===== src/rtl/cnlw_pkg.sv =====
`timescale 1ns / 1ps
// ----------------------------------------------------------------------------
// cnlw_pkg - shared types and constants for the character LCD nibble writer
// Bus phase codes, character mapping codes, state and result records.
// ----------------------------------------------------------------------------
package cnlw_pkg;

   // Bus phase codes
   localparam logic [3:0] PH_IDLE  = 4'd0;
   localparam logic [3:0] PH_SETRS = 4'd1;
   localparam logic [3:0] PH_SETRW = 4'd2;
   localparam logic [3:0] PH_HISET = 4'd3;
   localparam logic [3:0] PH_HIEN  = 4'd4;
   localparam logic [3:0] PH_LOSET = 4'd5;
   localparam logic [3:0] PH_LOEN  = 4'd6;
   localparam logic [3:0] PH_RDSET = 4'd7;
   localparam logic [3:0] PH_RDEN1 = 4'd8;
   localparam logic [3:0] PH_RDGAP = 4'd9;
   localparam logic [3:0] PH_RDEN2 = 4'd10;

   // Control characters taken from the input stream
   localparam logic [7:0] CHR_FORM_FEED = 8'h0C;
   localparam logic [7:0] CHR_NEWLINE   = 8'h0A;
   localparam logic [7:0] CHR_BACKSPACE = 8'h08;

   // Display commands
   localparam logic [7:0] CMD_CLEAR     = 8'h01;
   localparam logic [7:0] CMD_SHIFT     = 8'h10;
   localparam logic [7:0] CMD_DDRAM     = 8'h80;
   localparam logic [7:0] ROW2_OFFSET   = 8'h40;

   // Reset value of the phase length register
   localparam logic [15:0] PHASE_TICKS_RESET = 16'd20;

   typedef struct packed {
      logic [3:0]  phase;
      logic [15:0] tick_count;
      logic [7:0]  byte_latch;
      logic        rs_latch;
      logic        busy_sample;
   } cnlw_state_type;

   typedef struct packed {
      logic       en_pin;
      logic       rs_pin;
      logic       rw_pin;
      logic [3:0] nibble_out;
      logic       drive_data;
      logic       accepted;
      logic       idle;
   } cnlw_result_type;

endpackage


===== src/rtl/cnlw_intf.sv =====
`timescale 1ns / 1ps
// ----------------------------------------------------------------------------
// cnlw_intf - handshake channels of the character LCD nibble writer
// Tick channel (character offer and D7 level) and bus result channel.
// ----------------------------------------------------------------------------
interface cnlw_req_if;
   logic       valid;
   logic       ready;
   logic       start_req;
   logic [7:0] char_code;
   logic       busy_pin;

   modport source (output valid, output start_req, output char_code, output busy_pin,
                   input ready);
   modport sink   (input valid, input start_req, input char_code, input busy_pin,
                   output ready);
endinterface

interface cnlw_rsp_if;
   logic       valid;
   logic       ready;
   logic       en_pin;
   logic       rs_pin;
   logic       rw_pin;
   logic [3:0] nibble_out;
   logic       drive_data;
   logic       accepted;
   logic       idle;

   modport source (output valid, output en_pin, output rs_pin, output rw_pin,
                   output nibble_out, output drive_data, output accepted, output idle,
                   input ready);
   modport sink   (input valid, input en_pin, input rs_pin, input rw_pin,
                   input nibble_out, input drive_data, input accepted, input idle,
                   output ready);
endinterface


===== src/rtl/cnlw_step.sv =====
`timescale 1ns / 1ps
// ----------------------------------------------------------------------------
// cnlw_step - one timer tick of the LCD bus sequencer
// Decodes the bus lines from the current phase and works out the next state.
// ----------------------------------------------------------------------------
module cnlw_step (
   input  cnlw_pkg::cnlw_state_type  state_cur,
   input  logic [15:0]               phase_ticks,
   input  logic                      start_req,
   input  logic [7:0]                char_code,
   input  logic                      busy_pin,
   output cnlw_pkg::cnlw_state_type  state_nxt,
   output cnlw_pkg::cnlw_result_type result
);

   logic [15:0] phase_len;
   logic [16:0] count_inc;
   logic        phase_last;

   // A zero length acts as one tick
   assign phase_len  = (phase_ticks == 16'd0) ? 16'd1 : phase_ticks;
   assign count_inc  = {1'b0, state_cur.tick_count} + 17'd1;
   assign phase_last = count_inc >= {1'b0, phase_len};

   // Bus line decode from the phase held before this tick
   always_comb begin
      result = '0;
      unique case (state_cur.phase) inside
         cnlw_pkg::PH_SETRS, cnlw_pkg::PH_SETRW, cnlw_pkg::PH_HISET: begin
            result.rs_pin     = state_cur.rs_latch;
            result.drive_data = 1'b1;
            result.nibble_out = state_cur.byte_latch[7:4];
         end
         cnlw_pkg::PH_HIEN: begin
            result.rs_pin     = state_cur.rs_latch;
            result.drive_data = 1'b1;
            result.en_pin     = 1'b1;
            result.nibble_out = state_cur.byte_latch[7:4];
         end
         cnlw_pkg::PH_LOSET: begin
            result.rs_pin     = state_cur.rs_latch;
            result.drive_data = 1'b1;
            result.nibble_out = state_cur.byte_latch[3:0];
         end
         cnlw_pkg::PH_LOEN: begin
            result.rs_pin     = state_cur.rs_latch;
            result.drive_data = 1'b1;
            result.en_pin     = 1'b1;
            result.nibble_out = state_cur.byte_latch[3:0];
         end
         cnlw_pkg::PH_RDSET, cnlw_pkg::PH_RDGAP: begin
            result.rw_pin = 1'b1;
         end
         cnlw_pkg::PH_RDEN1, cnlw_pkg::PH_RDEN2: begin
            result.rw_pin = 1'b1;
            result.en_pin = 1'b1;
         end
         default: begin
            result.idle = 1'b1;
         end
      endcase

      // Unused codes behave as idle, so the idle flag doubles as "not active"
      state_nxt = state_cur;
      if (result.idle) begin
         state_nxt.phase      = cnlw_pkg::PH_IDLE;
         state_nxt.tick_count = 16'd0;
         if (start_req) begin
            result.accepted = 1'b1;
            state_nxt.phase = cnlw_pkg::PH_SETRS;
            // map control characters onto display commands
            case (char_code)
               cnlw_pkg::CHR_FORM_FEED: begin
                  state_nxt.byte_latch = cnlw_pkg::CMD_CLEAR;
                  state_nxt.rs_latch   = 1'b0;
               end
               cnlw_pkg::CHR_NEWLINE: begin
                  state_nxt.byte_latch = cnlw_pkg::CMD_DDRAM | cnlw_pkg::ROW2_OFFSET;
                  state_nxt.rs_latch   = 1'b0;
               end
               cnlw_pkg::CHR_BACKSPACE: begin
                  state_nxt.byte_latch = cnlw_pkg::CMD_SHIFT;
                  state_nxt.rs_latch   = 1'b0;
               end
               default: begin
                  state_nxt.byte_latch = char_code;
                  state_nxt.rs_latch   = 1'b1;
               end
            endcase
         end
      end else begin
         // busy flag is sampled on the last tick of the first read strobe
         if ((state_cur.phase == cnlw_pkg::PH_RDEN1) && phase_last) begin
            state_nxt.busy_sample = busy_pin;
         end
         if (phase_last) begin
            state_nxt.tick_count = 16'd0;
            if (state_cur.phase == cnlw_pkg::PH_RDEN2) begin
               state_nxt.phase = state_cur.busy_sample ? cnlw_pkg::PH_RDSET
                                                       : cnlw_pkg::PH_IDLE;
            end else begin
               state_nxt.phase = state_cur.phase + 4'd1;
            end
         end else begin
            state_nxt.tick_count = count_inc[15:0];
         end
      end
   end

endmodule


===== src/rtl/char_lcd_nibble_writer_core.sv =====
`timescale 1ns / 1ps
// ----------------------------------------------------------------------------
// char_lcd_nibble_writer_core - character LCD writer on a 4-bit bus
// Maps characters to commands or data and sequences RS, RW, EN and D7..D4.
// ----------------------------------------------------------------------------
// Each item on the req channel is one timer tick and yields exactly one item on
// the rsp channel with the bus levels for that tick. The block takes one tick
// item per clock cycle, sustained while rsp.ready holds. A taken tick sits in
// the input register; one sequencer pass loads the result register once that
// is free or being emptied. While a result waits, one more tick is held in the
// input register and req.ready drops until the result leaves. The rate is set
// by the single sequencer update per tick. phase_ticks is written through
// csr_wr_en/csr_wr_data by the user only while no tick item is in flight, not
// enforced here; the new length applies from the next tick, mid-phase too.
// ----------------------------------------------------------------------------
module char_lcd_nibble_writer_core (
   input  logic               clock,
   input  logic               reset,
   cnlw_req_if.sink           req,
   cnlw_rsp_if.source         rsp,
   input  logic               csr_wr_en,
   input  logic [15:0]        csr_wr_data
);

   logic [15:0]               phase_ticks_ff;
   logic                      s1_valid_ff;
   logic                      s1_valid_in;
   logic                      s1_start_ff;
   logic [7:0]                s1_code_ff;
   logic                      s1_busy_ff;
   cnlw_pkg::cnlw_state_type  state_ff;
   cnlw_pkg::cnlw_state_type  state_in;
   cnlw_pkg::cnlw_result_type result_ff;
   cnlw_pkg::cnlw_result_type result_in;
   logic                      rsp_valid_ff;
   logic                      rsp_valid_in;
   logic                      s1_advance;
   logic                      req_take;

   // Stage advances when the result register is free or being emptied
   assign s1_advance  = s1_valid_ff && (!rsp_valid_ff || rsp.ready);
   assign req.ready   = !s1_valid_ff || s1_advance;
   assign req_take    = req.valid && req.ready;
   assign s1_valid_in = req_take || (s1_valid_ff && !s1_advance);
   assign rsp_valid_in = s1_advance || (rsp_valid_ff && !rsp.ready);

   // Sequencer pass for the tick held in the input register
   cnlw_step u_step (
      .state_cur   (state_ff),
      .phase_ticks (phase_ticks_ff),
      .start_req   (s1_start_ff),
      .char_code   (s1_code_ff),
      .busy_pin    (s1_busy_ff),
      .state_nxt   (state_in),
      .result      (result_in)
   );

   // Control registers
   always_ff @(posedge clock) begin
      if (reset) begin
         phase_ticks_ff <= cnlw_pkg::PHASE_TICKS_RESET;
         s1_valid_ff    <= 1'b0;
         rsp_valid_ff   <= 1'b0;
         state_ff       <= '0;
      end else begin
         if (csr_wr_en) begin
            phase_ticks_ff <= csr_wr_data;
         end
         s1_valid_ff  <= s1_valid_in;
         rsp_valid_ff <= rsp_valid_in;
         if (s1_advance) begin
            state_ff <= state_in;
         end
      end
   end

   // Payload registers
   always_ff @(posedge clock) begin
      if (req_take) begin
         s1_start_ff <= req.start_req;
         s1_code_ff  <= req.char_code;
         s1_busy_ff  <= req.busy_pin;
      end
      if (s1_advance) begin
         result_ff <= result_in;
      end
   end

   // Result channel
   assign rsp.valid      = rsp_valid_ff;
   assign rsp.en_pin     = result_ff.en_pin;
   assign rsp.rs_pin     = result_ff.rs_pin;
   assign rsp.rw_pin     = result_ff.rw_pin;
   assign rsp.nibble_out = result_ff.nibble_out;
   assign rsp.drive_data = result_ff.drive_data;
   assign rsp.accepted   = result_ff.accepted;
   assign rsp.idle       = result_ff.idle;

endmodule

===== src/flat_wrapper.sv =====
// flat-port wrapper written by rule: the top's interface ports become plain ports
module char_lcd_nibble_writer_core_flat 
  (clock, reset, csr_wr_en, csr_wr_data, req_valid, req_start_req, req_char_code, req_busy_pin, req_ready, rsp_valid, rsp_en_pin, rsp_rs_pin, rsp_rw_pin, rsp_nibble_out, rsp_drive_data, rsp_accepted, rsp_idle, rsp_ready);
  cnlw_req_if req_i ();
  cnlw_rsp_if rsp_i ();
  input  logic clock;
  input  logic reset;
  input  logic csr_wr_en;
  input  logic [15:0] csr_wr_data;
  input wire logic [$bits(req_i.valid)-1:0] req_valid;
  input wire logic [$bits(req_i.start_req)-1:0] req_start_req;
  input wire logic [$bits(req_i.char_code)-1:0] req_char_code;
  input wire logic [$bits(req_i.busy_pin)-1:0] req_busy_pin;
  output wire logic [$bits(req_i.ready)-1:0] req_ready;
  output wire logic [$bits(rsp_i.valid)-1:0] rsp_valid;
  output wire logic [$bits(rsp_i.en_pin)-1:0] rsp_en_pin;
  output wire logic [$bits(rsp_i.rs_pin)-1:0] rsp_rs_pin;
  output wire logic [$bits(rsp_i.rw_pin)-1:0] rsp_rw_pin;
  output wire logic [$bits(rsp_i.nibble_out)-1:0] rsp_nibble_out;
  output wire logic [$bits(rsp_i.drive_data)-1:0] rsp_drive_data;
  output wire logic [$bits(rsp_i.accepted)-1:0] rsp_accepted;
  output wire logic [$bits(rsp_i.idle)-1:0] rsp_idle;
  input wire logic [$bits(rsp_i.ready)-1:0] rsp_ready;
  assign req_i.valid = req_valid;
  assign req_i.start_req = req_start_req;
  assign req_i.char_code = req_char_code;
  assign req_i.busy_pin = req_busy_pin;
  assign req_ready = req_i.ready;
  assign rsp_valid = rsp_i.valid;
  assign rsp_en_pin = rsp_i.en_pin;
  assign rsp_rs_pin = rsp_i.rs_pin;
  assign rsp_rw_pin = rsp_i.rw_pin;
  assign rsp_nibble_out = rsp_i.nibble_out;
  assign rsp_drive_data = rsp_i.drive_data;
  assign rsp_accepted = rsp_i.accepted;
  assign rsp_idle = rsp_i.idle;
  assign rsp_i.ready = rsp_ready;
  char_lcd_nibble_writer_core u_core (.clock(clock), .reset(reset), .req(req_i), .rsp(rsp_i), .csr_wr_en(csr_wr_en), .csr_wr_data(csr_wr_data));
endmodule

===== config.mk =====
export PLATFORM = sky130hd
export DESIGN_NAME = char_lcd_nibble_writer_core_flat
export DESIGN_NICKNAME = d
export VERILOG_FILES = /design/src/rtl/cnlw_pkg.sv /design/src/rtl/cnlw_intf.sv /design/src/rtl/cnlw_step.sv /design/src/rtl/char_lcd_nibble_writer_core.sv /design/src/flat_wrapper.sv
export SDC_FILE = /design/constraint.sdc
export NUM_CORES = 1
export LEC_CHECK = 0
export BUFFER_PORTS_ARGS = -buffer_cell sky130_fd_sc_hd__buf_2
export CORE_AREA = 4 4 114 116
export DETAILED_ROUTE_END_ITERATION = 10
export DIE_AREA = 0 0 118 120
export SETUP_SLACK_MARGIN = 0.2
export SLEW_MARGIN = 20
export SYNTH_ARGS = -nofsm -noshare
export SYNTH_HDL_FRONTEND = slang
export SYNTH_SLANG_ARGS = --single-unit

===== constraint.sdc =====
create_clock -name clock -period 7.2 [get_ports clock]
set_clock_uncertainty 0.2 [all_clocks]
set_input_delay 0.36 -clock clock [delete_from_list [all_inputs] [get_ports clock]]
set_output_delay 0.36 -clock clock [all_outputs]
set_load 0.02 [all_outputs]

==> impl_metrics.yaml <==
placement:
  dpl.cell_count: 538
  dpl.hpwl_um: 5340
  dpl_cell_area_sq_um: 3810
  place.gp.congestion: 0.786
  io_buffer_count: 42
synthesis:
  synth_ff_type: "dfxtp_1"
  synth_top_family_by_area: "simple AND/OR/NAND/NOR gates"
  synth_edf_count: 20
  synth_top_area_share_pct: 27.4
  netlist_top_cells_area: "dfxtp_1 27%, edfxtp_1 17%, ha_1 7.5%"
  yosys.area_share.adder_pct: 7.51
  synth.most_common_cell: "dfxtp_1"
  syn_avg_cell_area_sq_um: 9.62
  synth-compound-area-share_pct: 13.9
  yosys_warnings: 0
  ys_top_cells_by_count: "48 x dfxtp_1, 37 x nand2_1, 32 x nor2_1, 24 x a21oi_1, 21 x ha_1"
  yosys.area.top_type: "dfxtp_1"
  syn_area_sq_um: 3500
  synth_xor_area_share_pct: 3.50
  muxShareOfSynthArea_pct: 4.29
  seq_area_frac_synth_pct: 44.6
  syn_nets: 416
  synthSimpleGateAreaFrac_pct: 21.6
  synth-seq-cells: 68
  synth_cells: 364
  async_reset_ff_share_pct: 0
  yosysUniqueCellTypes: 61
cells_and_area:
  fill_cells: 1191
  design_area_sq_um: 4240
  insertedDiodeCount: 0
  multi_input_area_sq_um: 1780
  final_layout_size_suffix_gt1_share_pct: 16.3
  stdcell_count: 563
  seqCellArea_sq_um: 1560
  syn_to_final_growth_pct: 21.2
  nets: 463
drt:
  ant_nets: 0
  dr.pass1.iters: 4
  wire_per_inst_um: 13.5
  drt_iter0_markers: 132
  drc: 0
  drt_wl_total_um: 7620
  viasPerCell: 4.90
  via_count: 2757
setup_path:
  critPathKind: "flip-flop to flip-flop"
  critPathRequiredTime_ps: 7240
  cpMaxStageDelayCell: "and4b_1"
  cp-start-kind: "flip-flop"
  critPathMaxFanout: 17
  cp-end-kind: "flip-flop"
  cp.arrival_ps: 3880
  crit_chain: "ha_1, nand3_1, nor3b_4, nand3_1, xnor2_1, ha_1, a21o_1, a21o_1, a31oi_1, and4b_1, a211oi_1, a211oi_1"
  critPathMaxStageDelay_ps: 710
global_routing:
  grt_pass1_wl_um: 12800
  grt_pass1_vias: 2619
  overflow: 0
  antenna_found_initial: 0
  grt_max_degree: 47
  grt_usage_pct: 11.2
sta:
  hold_ws_ps: 12.2
  hold_viol_final: 0
  max_freq_ghz: 0.261
  rsz0062_at_grt: "no"
  finalSetupViolations: 0
  max_slew_margin_pct: 31.6
  worst_pin_slew_ps: 1020
  fin_crit_sh_pct: 53.3
  finalSetupTns_ps: 0
  finalCriticalPeriod_ps: 3840
  final_max_slew_viol_count: 0
power_and_ir_drop:
  ir_drop_v: 0.0000899
  swShare_pct: 22.9
  intPower_uw: 787
  combPwrFrac_pct: 9.3
  power.switching_uw: 234
  p_per_area_nw_per_um2: 241
  power.total_mw: 1.02
  power.share.clock_pct: 49.4
  power_frac_seq_pct: 41.3
  p_leak_nw: 1.80
die:
  dieArea_sq_um: 14200
  dieHeight_um: 120
  start_util_pct: 29.4
  num_rows: 40
  ioPinCount: 43
  die_x_um: 118
  core_sq_um: 11900
cts:
  numCtsBuffers: 9
  cts-root-buf: "clkbuf_16"
  path_clk_slew_ps: 60
  cts_tree: "yes"
  htree_levels: 3
  clock_sink_count: 68
  post_cts_buffers: 0
  clockBufferDepth: 2
  cts_resized: 0
  clock_latency_ps: 330
  hold_buffers: 9
job:
  drv_cap: 0
status:
  status: "completed"
min_path:
  min_path_type: "primary input to flip-flop"
[worst paths after layout]
path / from / slack, ps / depth (start not counted) / endpoint
max reg2reg: u_core.state_ff[10] / 3360 / 12 / u_core.state_ff[27]
max: u_core.state_ff[10] / 3360 / 12 / u_core.state_ff[27]
min reg2reg: u_core.state_ff[4] / 250 / 2 / u_core.state_ff[4]
min: req_char_code[7] / 10 / 1 / u_core.s1_code_ff[7]
[power by group through the flow]
stage / Sequential [mW] / Combinational [mW] / Clock (mW)
after global placement: 0.430 / 0.0893 / 0
after CTS: 0.422 / 0.0953 / 0.516
after global routing: 0.424 / 0.106 / 0.532
after floorplan: 0.431 / 0.0670 / 0
final: 0.422 / 0.0945 / 0.505
after detailed placement: 0.430 / 0.0909 / 0
[metal layers]
metal  GRT usage [%]  wire, um  up-vias
li1                -         -     1408
met1            13.6      3440     1296
met2            19.0      3810       41
met3            2.54       180       12
met4            5.27       192        0
met5               0         0        -
[layout by cell type, fill, tap and decap left out, types with 6 or more instances in the layout]
master / count
clkbuf_16: 9
a21oi_1: 24
nor2_1: 32
xor2_1: 7
nand3_1: 10
ha_1: 21
buf_2: 42
and3_1: 9
and2_1: 7
dlygate4sd3_1: 9
mux2i_1: 15
a21o_1: 6
o21ai_0: 6
dfxtp_1: 48
nand2_1: 37
a211oi_1: 6
edfxtp_1: 20
inv_1: 20
xnor2_1: 7
nand4_1: 10
[layout make-up]
type / instances / area share [%]
clock inverter: 6 / 2.63
timing repair buffer: 51 / 7.08
tap: 147 / 4.34
inverter: 20 / 1.77
clock buffer: 10 / 5.40
sequential: 68 / 36.8
multi-input combinational: 261 / 42.0
[stage by stage]
step | setup WS (ps) | utilization (%)
after floorplan | 4040 | -
after global placement | 3530 | 32.0
after detailed placement | 3410 | 32.0
after CTS | 3310 | 35.6
after global routing | 2950 | 35.6
final | 3360 | 35.6
[state kept, by name, summed over array words and instances (netlist names)]
name and flops:
u_core.rsp.nibble_out 4, u_core.phase_ticks_ff 16, u_core.rsp.rw_pin 1, u_core.s1_valid_ff 1
u_core.s1_start_ff 1, u_core.rsp.valid 1, u_core.rsp.accepted 1, u_core.rsp.rs_pin 1
u_core.rsp.en_pin 1, u_core.rsp.idle 1, u_core.state_ff 30, u_core.rsp.drive_data 1
u_core.s1_busy_ff 1, u_core.s1_code_ff 8
[worst max-delay path, delay by kind of cell, from the launching register on]
| family | cells | cell delay (ps) |
|---|---|---|
| AOI/OAI and AO/OA | 5 | 1110 |
| adders and majority gates | 2 | 490 |
| xor gates and xnor gates | 1 | 210 |
| DFF | 1 | 390 |
| and+or+nand+nor | 4 | 1350 |
[kinds of logic (layout without fill, tap and decap cells)]
kind of cell               count (synthesis)  in the layout
buffers and inverters                     35             87
xor gates and xnor gates                  14             14
adders and majority gates                 21             21
DFF                                       68             68
AOI/OAI and AO/OA                         71             71
and+or+nand+nor                          140            140
muxes                                     15             15
(Power assumes the default switching activity.)
